<file path="config.mk">
export PLATFORM = sky130hd
export DESIGN_NAME = point_record_decoder_core
export DESIGN_NICKNAME = d
export VERILOG_FILES = /design/src/prd_pkg.sv /design/src/prd_ctrl.sv /design/src/prd_dpath.sv /design/src/point_record_decoder_core.sv
export SDC_FILE = /design/constraint.sdc
export NUM_CORES = 1
export LEC_CHECK = 0
export ABC_AREA = 1
export BUFFER_PORTS_ARGS = -buffer_cell sky130_fd_sc_hd__clkbuf_2
export CAP_MARGIN = 10
export CORE_UTILIZATION = 54
export DETAILED_ROUTE_END_ITERATION = 8
export PLACE_DENSITY_LB_ADDON = 0.05
export REMOVE_ABC_BUFFERS = 1
export SYNTH_ARGS = -nofsm -noshare
export SYNTH_HDL_FRONTEND = slang
export SYNTH_HIERARCHICAL = 1
export SYNTH_SLANG_ARGS = --single-unit
</file>
<file path="constraint.sdc">
create_clock -name clock -period 3.04 [get_ports clock]
set_clock_uncertainty 0.05 [all_clocks]
set_input_delay 0.152 -clock clock [delete_from_list [all_inputs] [get_ports clock]]
set_output_delay 0.152 -clock clock [all_outputs]
set_load 0.02 [all_outputs]
</file>
<file path="src/prd_pkg.sv">
`default_nettype none

package prd_pkg;

   localparam int DATA_W      = 8;
   localparam int FID_W       = 4;
   localparam int POS_W       = 5;
   localparam int VALUE_W     = 32;
   localparam int CSR_DATA_W  = 32;
   localparam int CSR_ADDR_W  = 3;
   localparam int RSP_TDATA_W = 48;

   // record layout pieces that do not move with the text lengths
   localparam int VALUE_BYTES     = 4;
   localparam int IN_TAIL_FIELDS  = 12;
   localparam int OUT_TAIL_FIELDS = 11;
   localparam int MAX_RESULTS     = 21;

   localparam logic [DATA_W-1:0] VOLT_LIMIT      = 8'd120;
   localparam logic [DATA_W-1:0] CHAR_DASH       = 8'h2D;
   localparam logic [DATA_W-1:0] CHAR_DOT        = 8'h2E;
   localparam logic [DATA_W-1:0] CHAR_UNDERSCORE = 8'h5F;

   // register word index (paddr[2])
   localparam logic REG_RECORD_KIND = 1'b0;

   localparam logic KIND_IN  = 1'b0;
   localparam logic KIND_OUT = 1'b1;

   // field ids, input-point layout
   localparam logic [FID_W-1:0] FID_IN_DESC  = 4'd0;
   localparam logic [FID_W-1:0] FID_IN_LABEL = 4'd1;
   localparam logic [FID_W-1:0] FID_IN_VALUE = 4'd2;
   localparam logic [FID_W-1:0] FID_IN_TAIL  = 4'd3;

   // field ids, output-point layout
   localparam logic [FID_W-1:0] FID_OUT_DESC  = 4'd0;
   localparam logic [FID_W-1:0] FID_OUT_LOW   = 4'd1;
   localparam logic [FID_W-1:0] FID_OUT_HIGH  = 4'd2;
   localparam logic [FID_W-1:0] FID_OUT_LABEL = 4'd3;
   localparam logic [FID_W-1:0] FID_OUT_VALUE = 4'd4;
   localparam logic [FID_W-1:0] FID_OUT_TAIL  = 4'd5;

   typedef enum logic [1:0] {
      ST_IDLE,
      ST_READ,
      ST_PUT
   } state_type;

   typedef enum logic [1:0] {
      BK_IN_DESC,
      BK_OUT_DESC,
      BK_IN_LABEL,
      BK_OUT_LABEL
   } burst_type;

   typedef struct packed {
      logic take_byte;
      logic issue_read;
      logic load_item;
   } ctrl_cmd_type;

   typedef struct packed {
      logic start_burst;
      logic last_item;
      logic out_free;
   } dp_status_type;

   typedef struct packed {
      logic [FID_W-1:0]   field_id;
      logic [POS_W-1:0]   byte_pos;
      logic [VALUE_W-1:0] field_value;
      logic               record_end;
      logic               status;
   } result_type;

   function automatic logic [VALUE_W-1:0] volt_clamp(input logic [DATA_W-1:0] b);
      logic [DATA_W-1:0] v;
      v = (b > VOLT_LIMIT) ? '0 : b;
      return {{(VALUE_W-DATA_W){1'b0}}, v};
   endfunction

   function automatic logic [DATA_W-1:0] fold_char(input logic [DATA_W-1:0] c);
      logic [DATA_W-1:0] r;
      r = ((c == CHAR_DASH) || (c == CHAR_DOT)) ? CHAR_UNDERSCORE : c;
      return r;
   endfunction

endpackage

`default_nettype wire

</file>
<file path="src/prd_ctrl.sv">
`default_nettype none

module prd_ctrl (
   input  wire                       clock,
   input  wire                       reset,
   input  wire                       req_tvalid,
   output logic                      req_tready,
   input  prd_pkg::dp_status_type    status,
   output prd_pkg::ctrl_cmd_type     cmd
);

   prd_pkg::state_type state_ff;
   prd_pkg::state_type state_in;

   always_comb begin
      state_in = state_ff;
      unique case (state_ff)
         prd_pkg::ST_IDLE: begin
            if (req_tvalid && status.out_free && status.start_burst) begin
               state_in = prd_pkg::ST_READ;
            end
         end
         prd_pkg::ST_READ: begin
            state_in = prd_pkg::ST_PUT;
         end
         prd_pkg::ST_PUT: begin
            if (status.out_free) begin
               state_in = status.last_item ? prd_pkg::ST_IDLE : prd_pkg::ST_READ;
            end
         end
         default: begin
            state_in = prd_pkg::ST_IDLE;
         end
      endcase
   end

   always_comb begin
      req_tready     = 1'b0;
      cmd            = '0;
      unique case (state_ff)
         prd_pkg::ST_IDLE: begin
            req_tready    = status.out_free;
            cmd.take_byte = req_tvalid && status.out_free;
         end
         prd_pkg::ST_READ: begin
            cmd.issue_read = 1'b1;
         end
         prd_pkg::ST_PUT: begin
            cmd.load_item = status.out_free;
         end
         default: begin
            req_tready = 1'b0;
         end
      endcase
   end

   always_ff @(posedge clock) begin
      if (reset) begin
         state_ff <= prd_pkg::ST_IDLE;
      end else begin
         state_ff <= state_in;
      end
   end

endmodule

`default_nettype wire

</file>
<file path="src/prd_dpath.sv">
`default_nettype none

module prd_dpath #(
   parameter int IN_DESC_LEN  = 21,
   parameter int LABEL_LEN    = 9,
   parameter int OUT_DESC_LEN = 19
) (
   input  wire                              clock,
   input  wire                              reset,
   input  wire                              record_kind,
   input  wire  [prd_pkg::DATA_W-1:0]       req_data,
   input  wire                              req_last,
   input  prd_pkg::ctrl_cmd_type            cmd,
   output prd_pkg::dp_status_type           status,
   input  wire                              rsp_ready,
   output logic                             rsp_valid,
   output prd_pkg::result_type              rsp_item
);

   localparam int IN_LABEL_AT    = IN_DESC_LEN;
   localparam int IN_VALUE_AT    = IN_DESC_LEN + LABEL_LEN;
   localparam int IN_TAIL_AT     = IN_VALUE_AT + prd_pkg::VALUE_BYTES;
   localparam int IN_RECORD_LEN  = IN_TAIL_AT + prd_pkg::IN_TAIL_FIELDS;
   localparam int OUT_LOW_AT     = OUT_DESC_LEN;
   localparam int OUT_HIGH_AT    = OUT_DESC_LEN + 1;
   localparam int OUT_LABEL_AT   = OUT_DESC_LEN + 2;
   localparam int OUT_VALUE_AT   = OUT_LABEL_AT + LABEL_LEN;
   localparam int OUT_TAIL_AT    = OUT_VALUE_AT + prd_pkg::VALUE_BYTES;
   localparam int OUT_RECORD_LEN = OUT_TAIL_AT + prd_pkg::OUT_TAIL_FIELDS;
   localparam int MAX_LEN        = (IN_RECORD_LEN > OUT_RECORD_LEN) ?
                                   IN_RECORD_LEN : OUT_RECORD_LEN;
   localparam int OFF_W          = $clog2(MAX_LEN + 1);
   localparam int TEXT_DEPTH     = (IN_DESC_LEN > OUT_DESC_LEN) ? IN_DESC_LEN : OUT_DESC_LEN;
   localparam int TA_W           = $clog2(TEXT_DEPTH);
   localparam int LA_W           = (LABEL_LEN > 1) ? $clog2(LABEL_LEN) : 1;
   localparam int POS_W          = prd_pkg::POS_W;
   localparam int DATA_W         = prd_pkg::DATA_W;
   localparam int VALUE_W        = prd_pkg::VALUE_W;
   // a burst never carries more results than one byte may cause
   localparam int IN_DESC_LAST   = ((IN_DESC_LEN < prd_pkg::MAX_RESULTS) ?
                                    IN_DESC_LEN : prd_pkg::MAX_RESULTS) - 1;
   localparam int OUT_DESC_LAST  = ((OUT_DESC_LEN + 1 < prd_pkg::MAX_RESULTS) ?
                                    OUT_DESC_LEN + 1 : prd_pkg::MAX_RESULTS) - 1;
   localparam int LABEL_LAST     = LABEL_LEN - 1;
   localparam bit HAS_LOW_ITEM   = OUT_DESC_LEN < prd_pkg::MAX_RESULTS;

   logic [DATA_W-1:0] text_mem  [TEXT_DEPTH];
   logic [DATA_W-1:0] label_mem [LABEL_LEN];

   logic [OFF_W-1:0]    off_ff, off_in;
   logic                done_ff, done_in;
   logic                fan_ff, fan_in;
   logic [VALUE_W-1:0]  value_ff, value_in;
   prd_pkg::burst_type  bk_ff, bk_in;
   logic                blank_ff, blank_in;
   logic [DATA_W-1:0]   byte_ff, byte_in;
   logic [POS_W-1:0]    idx_ff, idx_in;
   logic [DATA_W-1:0]   text_rd_ff;
   logic [DATA_W-1:0]   label_rd_ff;
   logic                out_valid_ff, out_valid_in;
   prd_pkg::result_type out_item_ff, out_item_in;

   logic [OFF_W-1:0]    len, label_at, value_at, off_next, lbl_rel;
   logic                nz, done_pre, done_post, in_label, in_value;
   logic                flush_desc, flush_label, blank, start_burst;
   logic [VALUE_W-1:0]  value_new;
   logic                sgl_valid;
   prd_pkg::result_type sgl, burst_item;
   logic [DATA_W-1:0]   lbl_char;
   logic                out_free, last_item;

   // per-byte step of the record decoder
   always_comb begin
      len       = (record_kind == prd_pkg::KIND_OUT) ? OFF_W'(OUT_RECORD_LEN)
                                                     : OFF_W'(IN_RECORD_LEN);
      label_at  = (record_kind == prd_pkg::KIND_OUT) ? OFF_W'(OUT_LABEL_AT)
                                                     : OFF_W'(IN_LABEL_AT);
      value_at  = (record_kind == prd_pkg::KIND_OUT) ? OFF_W'(OUT_VALUE_AT)
                                                     : OFF_W'(IN_VALUE_AT);
      nz        = |req_data;
      done_pre  = done_ff || (off_ff >= len);
      off_next  = off_ff + OFF_W'(1);
      done_post = off_next >= len;
      in_label  = (off_ff >= label_at) && (off_ff < label_at + OFF_W'(LABEL_LEN));
      in_value  = (off_ff >= value_at) && (off_ff < value_at + OFF_W'(prd_pkg::VALUE_BYTES));
      lbl_rel   = off_ff - label_at;
      value_new = in_value ? {req_data, value_ff[VALUE_W-1:DATA_W]} : value_ff;
      flush_desc  = (record_kind == prd_pkg::KIND_OUT) ? (off_ff == OFF_W'(OUT_LOW_AT))
                                                      : (off_ff == OFF_W'(IN_LABEL_AT));
      flush_label = off_ff == value_at;
      blank       = fan_ff && nz;
      start_burst = !done_pre && !req_last && (flush_desc || flush_label);

      sgl       = '0;
      sgl_valid = 1'b0;
      if (!done_pre) begin
         if (req_last && !done_post) begin
            // short buffer: one error item, record discarded downstream
            sgl_valid      = 1'b1;
            sgl.record_end = 1'b1;
            sgl.status     = 1'b1;
         end else if (record_kind == prd_pkg::KIND_IN) begin
            if (off_ff == OFF_W'(IN_VALUE_AT + prd_pkg::VALUE_BYTES - 1)) begin
               sgl_valid       = 1'b1;
               sgl.field_id    = prd_pkg::FID_IN_VALUE;
               sgl.field_value = value_new;
            end else if (off_ff >= OFF_W'(IN_TAIL_AT)) begin
               sgl_valid       = 1'b1;
               sgl.field_id    = prd_pkg::FID_W'(off_ff - OFF_W'(IN_TAIL_AT)
                                                 + OFF_W'(prd_pkg::FID_IN_TAIL));
               sgl.field_value = {{(VALUE_W-DATA_W){1'b0}}, req_data};
            end
         end else begin
            if (off_ff == OFF_W'(OUT_HIGH_AT)) begin
               sgl_valid       = 1'b1;
               sgl.field_id    = prd_pkg::FID_OUT_HIGH;
               sgl.field_value = prd_pkg::volt_clamp(req_data);
            end else if (off_ff == OFF_W'(OUT_VALUE_AT + prd_pkg::VALUE_BYTES - 1)) begin
               sgl_valid       = 1'b1;
               sgl.field_id    = prd_pkg::FID_OUT_VALUE;
               sgl.field_value = value_new;
            end else if (off_ff >= OFF_W'(OUT_TAIL_AT)) begin
               sgl_valid       = 1'b1;
               sgl.field_id    = prd_pkg::FID_W'(off_ff - OFF_W'(OUT_TAIL_AT)
                                                 + OFF_W'(prd_pkg::FID_OUT_TAIL));
               sgl.field_value = {{(VALUE_W-DATA_W){1'b0}}, req_data};
            end
         end
         if (!req_last || done_post) begin
            sgl.record_end = done_post;
         end
      end
   end

   // state update on an accepted byte; end of buffer always restarts
   always_comb begin
      off_in   = off_ff;
      done_in  = done_ff;
      fan_in   = fan_ff;
      value_in = value_ff;
      if (cmd.take_byte) begin
         if (done_pre) begin
            done_in = 1'b1;
         end else begin
            off_in   = off_next;
            done_in  = done_post;
            value_in = value_new;
            if ((off_ff == '0) || (off_ff == label_at)) begin
               fan_in = nz;
            end else begin
               fan_in = fan_ff && nz;
            end
         end
         if (req_last) begin
            off_in   = '0;
            done_in  = 1'b0;
            fan_in   = 1'b1;
            value_in = '0;
         end
      end
   end

   // burst bookkeeping
   always_comb begin
      bk_in    = bk_ff;
      blank_in = blank_ff;
      byte_in  = byte_ff;
      idx_in   = idx_ff;
      if (cmd.take_byte && start_burst) begin
         blank_in = blank;
         byte_in  = req_data;
         idx_in   = '0;
         if (flush_desc) begin
            bk_in = (record_kind == prd_pkg::KIND_OUT) ? prd_pkg::BK_OUT_DESC
                                                       : prd_pkg::BK_IN_DESC;
         end else begin
            bk_in = (record_kind == prd_pkg::KIND_OUT) ? prd_pkg::BK_OUT_LABEL
                                                       : prd_pkg::BK_IN_LABEL;
         end
      end else if (cmd.load_item) begin
         idx_in = idx_ff + POS_W'(1);
      end
   end

   always_comb begin
      burst_item = '0;
      lbl_char   = prd_pkg::fold_char(blank_ff ? '0 : label_rd_ff);
      last_item  = 1'b0;
      case (bk_ff)
         prd_pkg::BK_IN_DESC: begin
            burst_item.field_id    = prd_pkg::FID_IN_DESC;
            burst_item.byte_pos    = idx_ff;
            burst_item.field_value = {{(VALUE_W-DATA_W){1'b0}},
                                      (blank_ff ? '0 : text_rd_ff)};
            last_item = idx_ff == POS_W'(IN_DESC_LAST);
         end
         prd_pkg::BK_OUT_DESC: begin
            if (HAS_LOW_ITEM && (idx_ff == POS_W'(OUT_DESC_LEN))) begin
               burst_item.field_id    = prd_pkg::FID_OUT_LOW;
               burst_item.field_value = prd_pkg::volt_clamp(byte_ff);
            end else begin
               burst_item.field_id    = prd_pkg::FID_OUT_DESC;
               burst_item.byte_pos    = idx_ff;
               // text too long: bytes kept, last character cut
               burst_item.field_value =
                  {{(VALUE_W-DATA_W){1'b0}},
                   ((blank_ff && (idx_ff == POS_W'(OUT_DESC_LEN - 1))) ? '0 : text_rd_ff)};
            end
            last_item = idx_ff == POS_W'(OUT_DESC_LAST);
         end
         prd_pkg::BK_IN_LABEL: begin
            burst_item.field_id    = prd_pkg::FID_IN_LABEL;
            burst_item.byte_pos    = idx_ff;
            burst_item.field_value = {{(VALUE_W-DATA_W){1'b0}}, lbl_char};
            last_item = idx_ff == POS_W'(LABEL_LAST);
         end
         default: begin
            burst_item.field_id    = prd_pkg::FID_OUT_LABEL;
            burst_item.byte_pos    = idx_ff;
            burst_item.field_value = {{(VALUE_W-DATA_W){1'b0}}, lbl_char};
            last_item = idx_ff == POS_W'(LABEL_LAST);
         end
      endcase
   end

   // output register
   always_comb begin
      out_free     = !out_valid_ff || rsp_ready;
      out_item_in  = out_item_ff;
      out_valid_in = rsp_ready ? 1'b0 : out_valid_ff;
      if (cmd.take_byte && sgl_valid) begin
         out_item_in  = sgl;
         out_valid_in = 1'b1;
      end else if (cmd.load_item) begin
         out_item_in  = burst_item;
         out_valid_in = 1'b1;
      end
   end

   assign status.start_burst = start_burst;
   assign status.last_item   = last_item;
   assign status.out_free    = out_free;
   assign rsp_valid          = out_valid_ff;
   assign rsp_item           = out_item_ff;

   always_ff @(posedge clock) begin
      if (cmd.take_byte && !done_pre) begin
         if (off_ff < OFF_W'(TEXT_DEPTH)) begin
            text_mem[off_ff[TA_W-1:0]] <= req_data;
         end
         if (in_label) begin
            label_mem[lbl_rel[LA_W-1:0]] <= req_data;
         end
      end
      if (cmd.issue_read) begin
         if (int'(idx_ff) < TEXT_DEPTH) begin
            text_rd_ff <= text_mem[idx_ff[TA_W-1:0]];
         end
         if (int'(idx_ff) < LABEL_LEN) begin
            label_rd_ff <= label_mem[idx_ff[LA_W-1:0]];
         end
      end
   end

   always_ff @(posedge clock) begin
      if (reset) begin
         off_ff       <= '0;
         done_ff      <= 1'b0;
         fan_ff       <= 1'b1;
         value_ff     <= '0;
         out_valid_ff <= 1'b0;
      end else begin
         off_ff       <= off_in;
         done_ff      <= done_in;
         fan_ff       <= fan_in;
         value_ff     <= value_in;
         out_valid_ff <= out_valid_in;
      end
   end

   always_ff @(posedge clock) begin
      bk_ff       <= bk_in;
      blank_ff    <= blank_in;
      byte_ff     <= byte_in;
      idx_ff      <= idx_in;
      out_item_ff <= out_item_in;
   end

endmodule

`default_nettype wire

</file>
<file path="src/point_record_decoder_core.sv">
`default_nettype none

// channel   dir   handshake              payload
// req       in    req_tvalid/req_tready  tdata[7:0] data_byte, tlast end_of_buffer
// rsp       out   rsp_tvalid/rsp_tready  tdata field_id/byte_pos/field_value,
//                                        tlast record_end, tuser status
// csr       in    psel/penable/pready    word 0 record_kind
//
// a byte that gives at most one item is taken straight into the output register
// a byte that closes a text field gives its characters one item at a time, each
// through a read of the single-port text or label memory and then the output register
// no input is taken while such a burst drains (up to 21 items)
// synchronous reset clears control state and record_kind; text memories keep
// their contents; a low rsp_tready holds the output item and stops input

module point_record_decoder_core #(
   parameter int IN_DESC_LEN  = 21,
   parameter int LABEL_LEN    = 9,
   parameter int OUT_DESC_LEN = 19
) (
   input  wire                                clock,
   input  wire                                reset,
   input  wire                                req_tvalid,
   output logic                               req_tready,
   input  wire  [7:0]                         req_tdata,   // [7:0] data_byte
   input  wire                                req_tlast,
   output logic                               rsp_tvalid,
   input  wire                                rsp_tready,
   // [3:0] field_id, [8:4] byte_pos, [40:9] field_value, [47:41] zero
   output logic [prd_pkg::RSP_TDATA_W-1:0]    rsp_tdata,
   output logic                               rsp_tlast,
   output logic                               rsp_tuser,   // [0] status
   input  wire                                csr_psel,
   input  wire                                csr_penable,
   input  wire                                csr_pwrite,
   input  wire  [prd_pkg::CSR_ADDR_W-1:0]     csr_paddr,
   input  wire  [prd_pkg::CSR_DATA_W-1:0]     csr_pwdata,
   output logic [prd_pkg::CSR_DATA_W-1:0]     csr_prdata,
   output logic                               csr_pready
);

   logic                   record_kind_ff, record_kind_in;
   prd_pkg::ctrl_cmd_type  cmd;
   prd_pkg::dp_status_type st;
   prd_pkg::result_type    item;

   assign csr_pready = 1'b1;

   always_comb begin
      record_kind_in = record_kind_ff;
      if (csr_psel && csr_penable && csr_pwrite && csr_pready &&
          (csr_paddr[2] == prd_pkg::REG_RECORD_KIND)) begin
         record_kind_in = csr_pwdata[0];
      end
      csr_prdata = '0;
      if (csr_paddr[2] == prd_pkg::REG_RECORD_KIND) begin
         csr_prdata = {{(prd_pkg::CSR_DATA_W-1){1'b0}}, record_kind_ff};
      end
   end

   always_ff @(posedge clock) begin
      if (reset) begin
         record_kind_ff <= prd_pkg::KIND_IN;
      end else begin
         record_kind_ff <= record_kind_in;
      end
   end

   prd_ctrl u_ctrl (
      .clock      (clock),
      .reset      (reset),
      .req_tvalid (req_tvalid),
      .req_tready (req_tready),
      .status     (st),
      .cmd        (cmd)
   );

   prd_dpath #(
      .IN_DESC_LEN  (IN_DESC_LEN),
      .LABEL_LEN    (LABEL_LEN),
      .OUT_DESC_LEN (OUT_DESC_LEN)
   ) u_dpath (
      .clock       (clock),
      .reset       (reset),
      .record_kind (record_kind_ff),
      .req_data    (req_tdata),
      .req_last    (req_tlast),
      .cmd         (cmd),
      .status      (st),
      .rsp_ready   (rsp_tready),
      .rsp_valid   (rsp_tvalid),
      .rsp_item    (item)
   );

   assign rsp_tdata = {{(prd_pkg::RSP_TDATA_W - prd_pkg::FID_W - prd_pkg::POS_W
                         - prd_pkg::VALUE_W){1'b0}},
                       item.field_value, item.byte_pos, item.field_id};
   assign rsp_tlast = item.record_end;
   assign rsp_tuser = item.status;

   // an end-of-buffer byte never leaves a burst behind it
   a_eob_closes: assert property (@(posedge clock) disable iff (reset)
      (req_tvalid && req_tready && req_tlast) |=> (!rsp_tvalid || rsp_tlast))
      else $error("item after end of buffer is not a record end");

   a_err_shape: assert property (@(posedge clock) disable iff (reset)
      (rsp_tvalid && rsp_tuser) |-> (rsp_tlast && (rsp_tdata == '0)))
      else $error("short-record item malformed");

   a_no_overwrite: assert property (@(posedge clock) disable iff (reset)
      cmd.load_item |-> st.out_free)
      else $error("burst item loaded over a pending item");

   a_no_take_in_burst: assert property (@(posedge clock) disable iff (reset)
      cmd.load_item |-> !req_tready)
      else $error("input taken while a burst drains");

endmodule

`default_nettype wire
</file>
==> results of run 1 <==
## per-layer routing
layer	track usage [%]	wire length, µm	up-vias
met5	0	0	-
met2	42.61	18620	390
met4	7.138	857	0
li1	-	-	5664
met3	4.632	2926	58
met1	37.86	17700	5561
## layout by cell type (no fill, tap or decap), types with 2 or more instances in the layout
master | synthesis | layout
edfxtp_1 | 305 | 305
nand2_1 | 300 | 300
nor2_1 | 232 | 232
o21ai_0 | 170 | 170
inv_1 | 84 | 84
nand3_1 | 77 | 77
a21oi_1 | 72 | 72
buf_4 | 46 | 66
clkbuf_2 | 0 | 63
dfxtp_1 | 54 | 53
clkbuf_16 | 0 | 41
conb_1 | 2 | 39
o22ai_1 | 34 | 34
o211ai_1 | 27 | 27
nor2_2 | 24 | 24
ha_1 | 21 | 21
nor3_1 | 19 | 18
clkinv_1 | 4 | 10
clkbuf_1 | 49 | 9
inv_2 | 8 | 9
nand4_1 | 9 | 9
xor2_1 | 7 | 7
nand2_2 | 7 | 7
dlygate4sd3_1 | 0 | 5
clkinv_2 | 1 | 4
o2111ai_1 | 4 | 4
buf_12 | 0 | 4
bufinv_16 | 0 | 3
nand3_4 | 3 | 3
o21ai_1 | 3 | 3
xnor2_1 | 3 | 3
a21oi_2 | 2 | 2
nor2_4 | 2 | 2
o21ai_2 | 2 | 2
nand3_2 | 2 | 2
## cell type report
class,instances,area share (%)
Clock buffer,51,5.826
Sequential cell,359,55.59
Timing Repair Buffer,138,5.106
Multi-Input combinational cell,1070,27.90
Clock inverter,16,0.9099
Inverter,98,2.017
Tap cell,390,2.648
## worst reg2reg max path, delay by kind of cell, from the launching register on
kind	cells	cell delay [ps]
adders and majority gates	1	320
buffers and inverters	3	380
DFF	1	490
and+or+nand+nor	9	1220
## cell families after synthesis
group                    after synthesis
adder cells (fa/ha/maj)               21
XOR/XNOR                              11
other                                  2
flip-flops                           359
AND/OR/NAND/NOR                      680
buffers and inverters                216
AO/OA/AOI/OAI                        319
## per-stage QoR
step | TNS [ps] | total power [W] | area, µm² | setup WS [ps] | std cells
final | 0 | 0.01149 | 18430 | 277.8 | 2122
after floorplan | -129000 | 0.006373 | 15750 | -2768 | 1527
after CTS | 0 | 0.01157 | 18430 | 289.3 | 2122
after global routing | 0 | 0.01194 | 18430 | 16.93 | 2122
after global placement | 0 | 0.006969 | 17140 | 350.0 | 2050
after detailed placement | 0 | 0.006992 | 17140 | 295.9 | 2050
## timing repair
action / CTS / global route
hold endpoints to repair: 3 / 0
hold buffers: 5 / 0
gates resized for setup: 0 / 0
endpoints found under the setup margin: 0 / 0
## report_power, final
| group | internal [W] | total (W) | leakage (nW) | switching, W |
|---|---|---|---|---|
| registers | 0.00541 | 0.00547 | 3.21 | 0.0000571 |
| logic | 0.000405 | 0.00143 | 3.15 | 0.00103 |
| clock network | 0.00274 | 0.00459 | 0.603 | 0.00184 |
| total | 0.00856 | 0.0115 | 6.96 | 0.00293 |
## sequential cells by signal, summed over array words and instances (netlist names), 2 cells and up
register and cells:
u_dpath/bk_ff 2, u_dpath/rsp_item 43, u_dpath/label_mem 72, u_dpath/label_rd_ff 8, u_ctrl/state_ff 2, u_dpath/off_ff 6, u_dpath/value_ff 32, u_dpath/byte_ff 8
u_dpath/text_rd_ff 8, u_dpath/text_mem 168, u_dpath/idx_ff 5
## path summary, 6_finish.rpt
check                                     startpoint                       to  cells after the start
worst min register to register  u_dpath/rsp_item[36]     u_dpath/rsp_item[36]                      2
worst min-delay path                      rsp_tready        u_dpath/rsp_valid                      6
worst max register to register        record_kind_ff  u_dpath/text_mem[20][4]                     13
worst max-delay path                  record_kind_ff  u_dpath/text_mem[20][4]                     13
==> run metrics, run 1 <==
CP required 3220 ps; Post-synth EDFFs between 300 and 400; flops & latches, synth 359; Synth async-reset ratio 0%; clock root buffer clkbuf_16; Rows 63; starting density of the core roughly 55%; Slew Viols, Final 0; gr ovfl total 0; GRT Total Usage a little over a quarter; warning count from the yosys run 6; Max-Cap Viols 0; Worst-path clk slew ~60 ps; H-tree levels 2; DR iter-0 viols ~1100; largest family of logic cells by synthesized area simple AND/OR/NAND/NOR gates; R2R setup slack 280 ps; Worst path top cell family by delay simple AND/OR/NAND/NOR gates; Synth-to-Final Area Change 13.08%; sequential fraction of the synthesis area roughly 63%; Synth Area per Inst 10.13 µm²; synth top area cells edfxtp_1 56%, nand2_1 6.9%, dfxtp_1 6.6%; status finished clean; pwr/cell area between 600 and 700 nW/µm²; adder-cell area share of the yosys netlist under 10%; Core ar. 29640 µm²; top cells by count, synth 305 x edfxtp_1, 300 x nand2_1, 232 x nor2_1; largest net degree at the start of global routing a little over 90; Sequential Area approximately 10000 µm²; top cell type's share of synthesized area a little under three fifths; Top FF cell, synth edfxtp_1; crit path cell chain ha_1, inv_1, nand2_1, nand2_1, nand2_1, nand2_1, nand2_2, inv_2, nand2_1, nor2_1, nand2_1, nor3_1, buf_4; die area around 30000 µm²; io pins ~140; initial antenna violation count 0; RSZ-0062 raised after global routing no; CTS tree yes; Final Core Density just over 60%; most frequent CP cell nand2_1; GPL Wtd Cong about 0.9; simple-gate share of the synthesized area between 15 and 20%; Slew Limit Headroom just under 30%; Routed WL approximately 40000 µm; diodes inserted 0; critical path arrival about 2900 ps; fin crit share between 90% and 100%; fmax between 300 and 400 MHz; Pre-Repair DR Iteration Count 7; Max IR drop VDD between 0.4 and 0.5 mV; I/O Buffers 63; Clock Tree Buf Depth 3; Compound-Gate Fraction of Synth Area roughly 11%; Crit Path Class reg -> reg; Pleak ~7 nW; Die X-Extent 175.7 µm; first-pass GRT wire length about 62000 µm; clk_lat worst skew about 530 ps; Critical Path Slowest Stage Cell dfxtp_1; # nets final around 1800; Fillers roughly 2500; CP max FO 8; post-CTS setup buffer count 0; clk sinks around 360; hold_ws 38.81 ps; # setup viols final 0; Setup crit start kind register; top cell type by total area after synthesis edfxtp_1; CTS buffer count 38; post-synthesis mux area share 0%; Tightest Pin Transition about 1100 ps; Hold Path Class in -> reg; vias roughly 12000; DR WL/cell around 19 µm; area of the multi-input gates 5141 µm²; Final HPWL DP about 26000 µm; Worst Path Buf+Inv 3; Unique masters post-synth 45; Worst path max stage delay ~490 ps; vias in the first global route 10940; Die H approximately 180 µm; Final ANT Viol Nets 0; cell area after synthesis 16300 µm²; layout cell share with drive strength beyond 1 between 10% and 20%; CP Capture Type register; Tmin final around 2800 ps; endpoints failing hold 0; DR DRC count 0; most common cell in the netlist edfxtp_1; XOR/XNOR Fraction of Synth Area less than 1%; vias per inst 5.501; Mapped Cells roughly 1600
(Power assumes the default switching activity.)
==> run 2, diff against run 1 <==
- CORE_UTILIZATION: 54 -> 65
- clock period: 3.04 -> 3.25 ns (I/O delays scaled with it)
==> run 2 against run 1 <==
Net effect: power shrank 4.6%; largest power group unchanged; routed wire length grew 0.55%; largest cell class unchanged; via count grew 3.0%; clock-buffer cell count shrank 2; flip-flop and latch count is the same; worst setup slack gained 58 ps; utilization grew 13 points; sequential power shrank 6.9%; non-clock buffer count shrank 5; highest routed layer is now met5.
==> run metrics, run 2 (synthesis results as in run 1) <==
status finished clean; I/O Buffers 63 (unchanged); Final ANT Viol Nets 0 (unchanged); Slew Viols, Final 0 (unchanged); fin crit share 89.66% (-1.2 points); Setup crit start kind register; Pre-Repair DR Iteration Count 8 (+1); Core ar. 24460 µm² (-17%); clock root buffer clkbuf_16; fmax 343.2 MHz (-5.2%); commonest non-fill, non-tap cell in the layout edfxtp_1; Placed Cells 1979 (-3.5%); DR iter-0 viols 1252 (+9.2%); CTS buffer count 38 (unchanged); Max IR drop VDD 0.6182 mV (+24%); Fillers 1708 (-31%); Sequential Area 10240 µm² (unchanged); clk_lat worst skew 540 ps (about the same); Reg-to-Reg End u_dpath/rsp_item[20]; Tightest Pin Transition 1098 ps (+41.10 ps); Final Core Density 74.97% (+13 points); Worst-path clk slew 60 ps (about the same); max reg flops 168 (unchanged); H-tree levels 2 (unchanged); CP Capture Type register; critical path arrival 3090 ps (+150 ps); Slew Limit Headroom 26.22% (-3.3 points); first-pass GRT wire length 62200 µm (about the same); Crit Path Class reg -> reg; diodes inserted 0 (unchanged); HP Start rsp_tready; pwr/cell area 597.2 nW/µm² (-4.2%); Die H 160.3 µm (-8.8%); # setup viols final 0 (unchanged); vias 12020 (+3.0%); worst reg2reg path depth 13 (unchanged); Max-Cap Viols 0 (unchanged); io pins 136 (unchanged); fin area 18340 µm² (-0.47%); gr ovfl total 0 (unchanged); r2r startpoint u_dpath/off_ff[1]; initial antenna violation count 1 (+1); RSZ-0062 raised after global routing no; post-CTS setup buffer count 0 (unchanged); area of the multi-input gates 5141 µm² (unchanged); GRT Total Usage 31.75% (+5.0 points); sink of the worst hold path u_dpath/rsp_valid; Die X-Extent 160.3 µm (-8.8%); die area 25710 µm² (-17%); Hold Path Class in -> reg; starting density of the core 66.62% (+12 points); Synth-to-Final Area Change 12.55%; # nets final 1772 (-0.28%); CP required 3430 ps (+210 ps); most frequent cells in the layout 305 x edfxtp_1, 300 x nand2_1, 232 x nor2_1, 170 x o21ai_0, 84 x inv_1; GPL Wtd Cong 0.9257 (+1.7%); Pleak 6.952 nW (-0.11%); Routed WL 40330 µm (+0.55%); DR WL/cell 19.64 µm (+3.9%); vias in the first global route 11180 (+2.2%); R2R setup slack 340 ps (+60 ps); Post-DP Area 16990 µm² (-0.85%); Final HPWL DP 25040 µm (-2.1%); Clock Tree Buf Depth 3 (unchanged); WHS Path Cells 6 (unchanged); Resized cells post-CTS 0 (unchanged); filler-free cell count of the finished design 2053 (-3.3%); CTS tree yes; CP max FO 34 (+26); DR DRC count 0 (unchanged); largest net degree at the start of global routing 118 (+30%); clk sinks 359 (unchanged); endpoints failing hold 0 (unchanged); vias per inst 5.855 (+6.4%); Rows 57 (-9.5%); Tmin final 2914 ps (+151.9 ps); layout cell share with drive strength beyond 1 14.17% (+0.14 points)
run 2: changes by cell type in the layout (fill, tap and decap cells not counted), moves of 2 or more:
cell	before	now
buf_12	4	2
buf_4	66	63
bufinv_16	3	6
clkbuf_16	41	38
clkinv_1	10	5
clkinv_2	4	6
clkinv_4	0	2
clkinv_8	0	2
run 2: worst max-delay path by stage:
| stage | start | to |
|---|---|---|
| after floorplan | u_dpath/idx_ff[0] | u_dpath/rsp_item[5] |
| after global placement | u_dpath/off_ff[1] | u_dpath/rsp_item[20] |
| after detailed placement | u_dpath/off_ff[1] | u_dpath/rsp_item[20] |
| after CTS | u_dpath/off_ff[1] | u_dpath/rsp_item[7] |
| after global routing | u_dpath/off_ff[1] | u_dpath/rsp_item[7] |
| final | u_dpath/off_ff[1] | u_dpath/rsp_item[20] |
run 2: critical path, cell delays in order, from the launching register on:
cell,delay [ps]
dfxtp_1,480
inv_1,220
ha_1,370
ha_1,280
nand2_1,70
nand2_1,40
nand3_1,90
nand2_1,90
nand2_2,110
nand2_2,90
nand2_1,70
nand2_1,170
nand2_1,200
buf_12,230
run 2: routing by layer:
metal,up-vias,track usage (%),wire length [µm]
met4,2,12.25,1348
met5,-,0,10
met2,569,51.90,19100
li1,5648,-,-
met1,5704,43.61,16730
met3,97,4.390,3143
run 2: power breakdown:
| part | switching [W] | internal, W |
|---|---|---|
| logic | 0.00100 | 0.000361 |
| registers | 0.0000313 | 0.00506 |
| clock network | 0.00180 | 0.00270 |
| total | 0.00283 | 0.00813 |
run 2: area by class of cell:
type / count / share of cell area [%]
inverters: 98 / 2.026
clock inverters: 20 / 1.569
repair buffers: 133 / 4.789
multi-input cells: 1070 / 28.03
well taps: 324 / 2.210
flip-flops and latches: 359 / 55.85
clock buffers: 49 / 5.519
run 2: timing repair:
action,4_1_cts,5_1_grt
setup endpoints to repair,0,0
endpoints found under the hold margin,3,0
hold buffers,5,0
run 2: through the flow:
stage / setup WS [ps] / setup TNS [ps] / hold WS (ps) / power (W)
after floorplan: -2558 / -104690 / 174.9 / 0.005961
after global placement: 408.3 / 0 / 397.4 / 0.006481
after detailed placement: 376.6 / 0 / 408.6 / 0.006512
after CTS: 340.1 / 0 / 13.90 / 0.01097
after global routing: 75.33 / 0 / 57.31 / 0.01127
final: 336.0 / 0 / 22.02 / 0.01095
==> run 3, diff against run 2 <==
- RECOVER_POWER: not set -> 50
- SLEW_MARGIN: not set -> 20
==> run 3 against run 2 <==
Net effect: the run now ends with max-capacitance violations, max-slew violations left; fmax down 0.56%; clock power hardly changed; via count decreased by 0.14%; worst setup slack lost 16 ps; largest cell class unchanged; critical path depth fell by 1; utilization shrank 0.55 points.
==> run metrics, run 3 (synthesis results as in run 1) <==
status finished, violations left; failing checks max-capacitance violations, max-slew violations; R2R setup slack 320 ps (-20 ps); Resized cells post-CTS 0 (unchanged); H-tree levels 2 (unchanged); GRT Total Usage 31.75% (unchanged); Reg-to-Reg End u_dpath/rsp_item[24]; clk_lat worst skew 540 ps (about the same); Clock Tree Buf Depth 3 (unchanged); io pins 136 (unchanged); RSZ-0062 raised after global routing no; r2r startpoint u_dpath/off_ff[1]; post-CTS setup buffer count 0 (unchanged); starting density of the core 66.62% (unchanged); max reg flops 168 (unchanged); I/O Buffers 63 (unchanged); WHS Path Cells 6 (unchanged); fin area 18210 µm² (-0.73%); Critical Path Slowest Stage Cell dfxtp_1; Worst path max stage delay 490 ps (about the same); Tmin final 2931 ps (+16.47 ps); Post-CTS Hold Fix Bufs 5 (unchanged); commonest non-fill, non-tap cell in the layout edfxtp_1; Clk pwr share 41.2% (about the same); clock root buffer clkbuf_16; die area 25710 µm² (unchanged); filler-free cell count of the finished design 2053 (unchanged); Tightest Pin Transition 2175 ps (+1077 ps); worst reg2reg path depth 12 (-1); Synth-to-Final Area Change 11.72%; DR top layer met5; sink of the worst hold path u_dpath/rsp_valid; Die H 160.3 µm (unchanged); vias in the first global route 11180 (unchanged); Sw Pwr 0.002828 W (about the same); GPL Wtd Cong 0.9257 (unchanged); Final ANT Viol Nets 0 (unchanged); # setup viols final 0 (unchanged); Post-DP Area 16990 µm² (unchanged); critical path arrival 3260 ps (+170 ps); Internal 0.008110 W (-0.19%); share of power burned in registers 46.6% (about the same); Setup crit start kind register; most frequent CP cell nand2_1; setup TNS 0 ps (unchanged); Worst path top cell family by delay simple AND/OR/NAND/NOR gates; Sequential Area 10240 µm² (unchanged); largest net degree at the start of global routing 118 (unchanged); Worst-path clk slew 60 ps (about the same); CTS buffer count 38 (unchanged); DR WL/cell 19.65 µm (about the same); Rows 57 (unchanged); fin crit share 90.17% (+0.51 points); Fillers 1762 (+3.2%); Placed Cells 1979 (unchanged); most frequent cells in the layout 305 x edfxtp_1, 301 x nand2_1, 232 x nor2_1, 172 x o21ai_0, 85 x inv_1; DR DRC count 0 (unchanged); met2 wire length 19140 µm (+0.20%); Worst Path Buf+Inv 1 (-1); DR iter-0 viols 1282 (+2.4%); initial antenna violation count 1 (unchanged); Slew Limit Headroom -45.02% (-71 points); Final HPWL DP 25040 µm (unchanged); CP Capture Type register; fmax 341.2 MHz (-0.56%); Max-Cap Viols 7 (+7); endpoints failing hold 0 (unchanged); Comb power frac 12.2% (-0.2 points); crit path cell chain inv_1, ha_1, ha_1, nand2_1, nand2_1, nand3_1, nand2_1, nand2_2, nand3_1, nand2_4, nand3_4, nor2_2; clk sinks 359 (unchanged); hold_ws 26.56 ps (+4.548 ps); switching share of power 25.85% (+0.036 points); Max IR drop VDD 0.6198 mV (+0.26%); CP required 3580 ps (+150 ps); Die X-Extent 160.3 µm (unchanged); met1 wire length 16340 µm (-2.3%); area of the multi-input gates 5126 µm² (-0.29%); gr ovfl total 0 (unchanged); Core ar. 24460 µm² (unchanged); Hold Path Class in -> reg; HP Start rsp_tready; CTS tree yes; Pre-Repair DR Iteration Count 6 (-2); Routed WL 40340 µm (about the same); # nets final 1772 (unchanged); layout cell share with drive strength beyond 1 10.12% (-4.0 points); diodes inserted 0 (unchanged); vias per inst 5.847 (-0.14%); met3 WL 3436 µm (+9.3%); pwr/cell area 600.8 nW/µm² (+0.59%); CP max FO 24 (-29%); Final Core Density 74.43% (-0.55 points); vias 12000 (-0.14%); Pleak 6.739 nW (-3.1%); Slew Viols, Final 245 (+245); Crit Path Class reg -> reg; first-pass GRT wire length 62200 µm (unchanged)
-- run 3: worst max path at each step --
stage,startpoint,end,depth (start not counted)
floorplan,u_dpath/idx_ff[0],u_dpath/rsp_item[5],11
global placement,u_dpath/off_ff[1],u_dpath/rsp_item[20],13
detailed placement,u_dpath/off_ff[1],u_dpath/rsp_item[20],13
CTS,u_dpath/off_ff[1],u_dpath/rsp_item[7],13
global route,u_dpath/idx_ff[1],u_dpath/label_rd_ff[0],5
finish,u_dpath/off_ff[1],u_dpath/rsp_item[24],12
-- run 3: cell type report --
type,count,area share (%)
flip-flops and latches,359,56.26
inverters,98,2.041
multi-input cells,1070,28.16
well taps,324,2.227
clock buffers,49,5.560
repair buffers,133,4.172
clock inverters,20,1.581
-- run 3: metal layers --
metal / vias to the layer above / global-route usage [%]
met5: - / 0
met2: 568 / 51.90
met3: 92 / 4.390
li1: 5663 / -
met4: 2 / 12.25
met1: 5678 / 43.61
-- run 3: power groups by stage --
stage	logic [W]	clock network, W	registers, W
after floorplan	0.000676	0	0.00529
after global placement	0.00129	0	0.00519
after detailed placement	0.00132	0	0.00519
after CTS	0.00134	0.00453	0.00509
after global routing	0.00147	0.00469	0.00510
final	0.00134	0.00451	0.00510
-- run 3: tightest hold or removal path, delay by kind of cell --
family	cells	cell delay, ps
simple gates	3	250
buf+inv	3	160
-- run 3: stage by stage --
stage	total power [W]	worst slack [ps]
detailed placement	0.006512	376.6
floorplan	0.005961	-2558
global placement	0.006481	408.3
global route	0.01126	47.05
finish	0.01094	319.5
CTS	0.01097	340.1
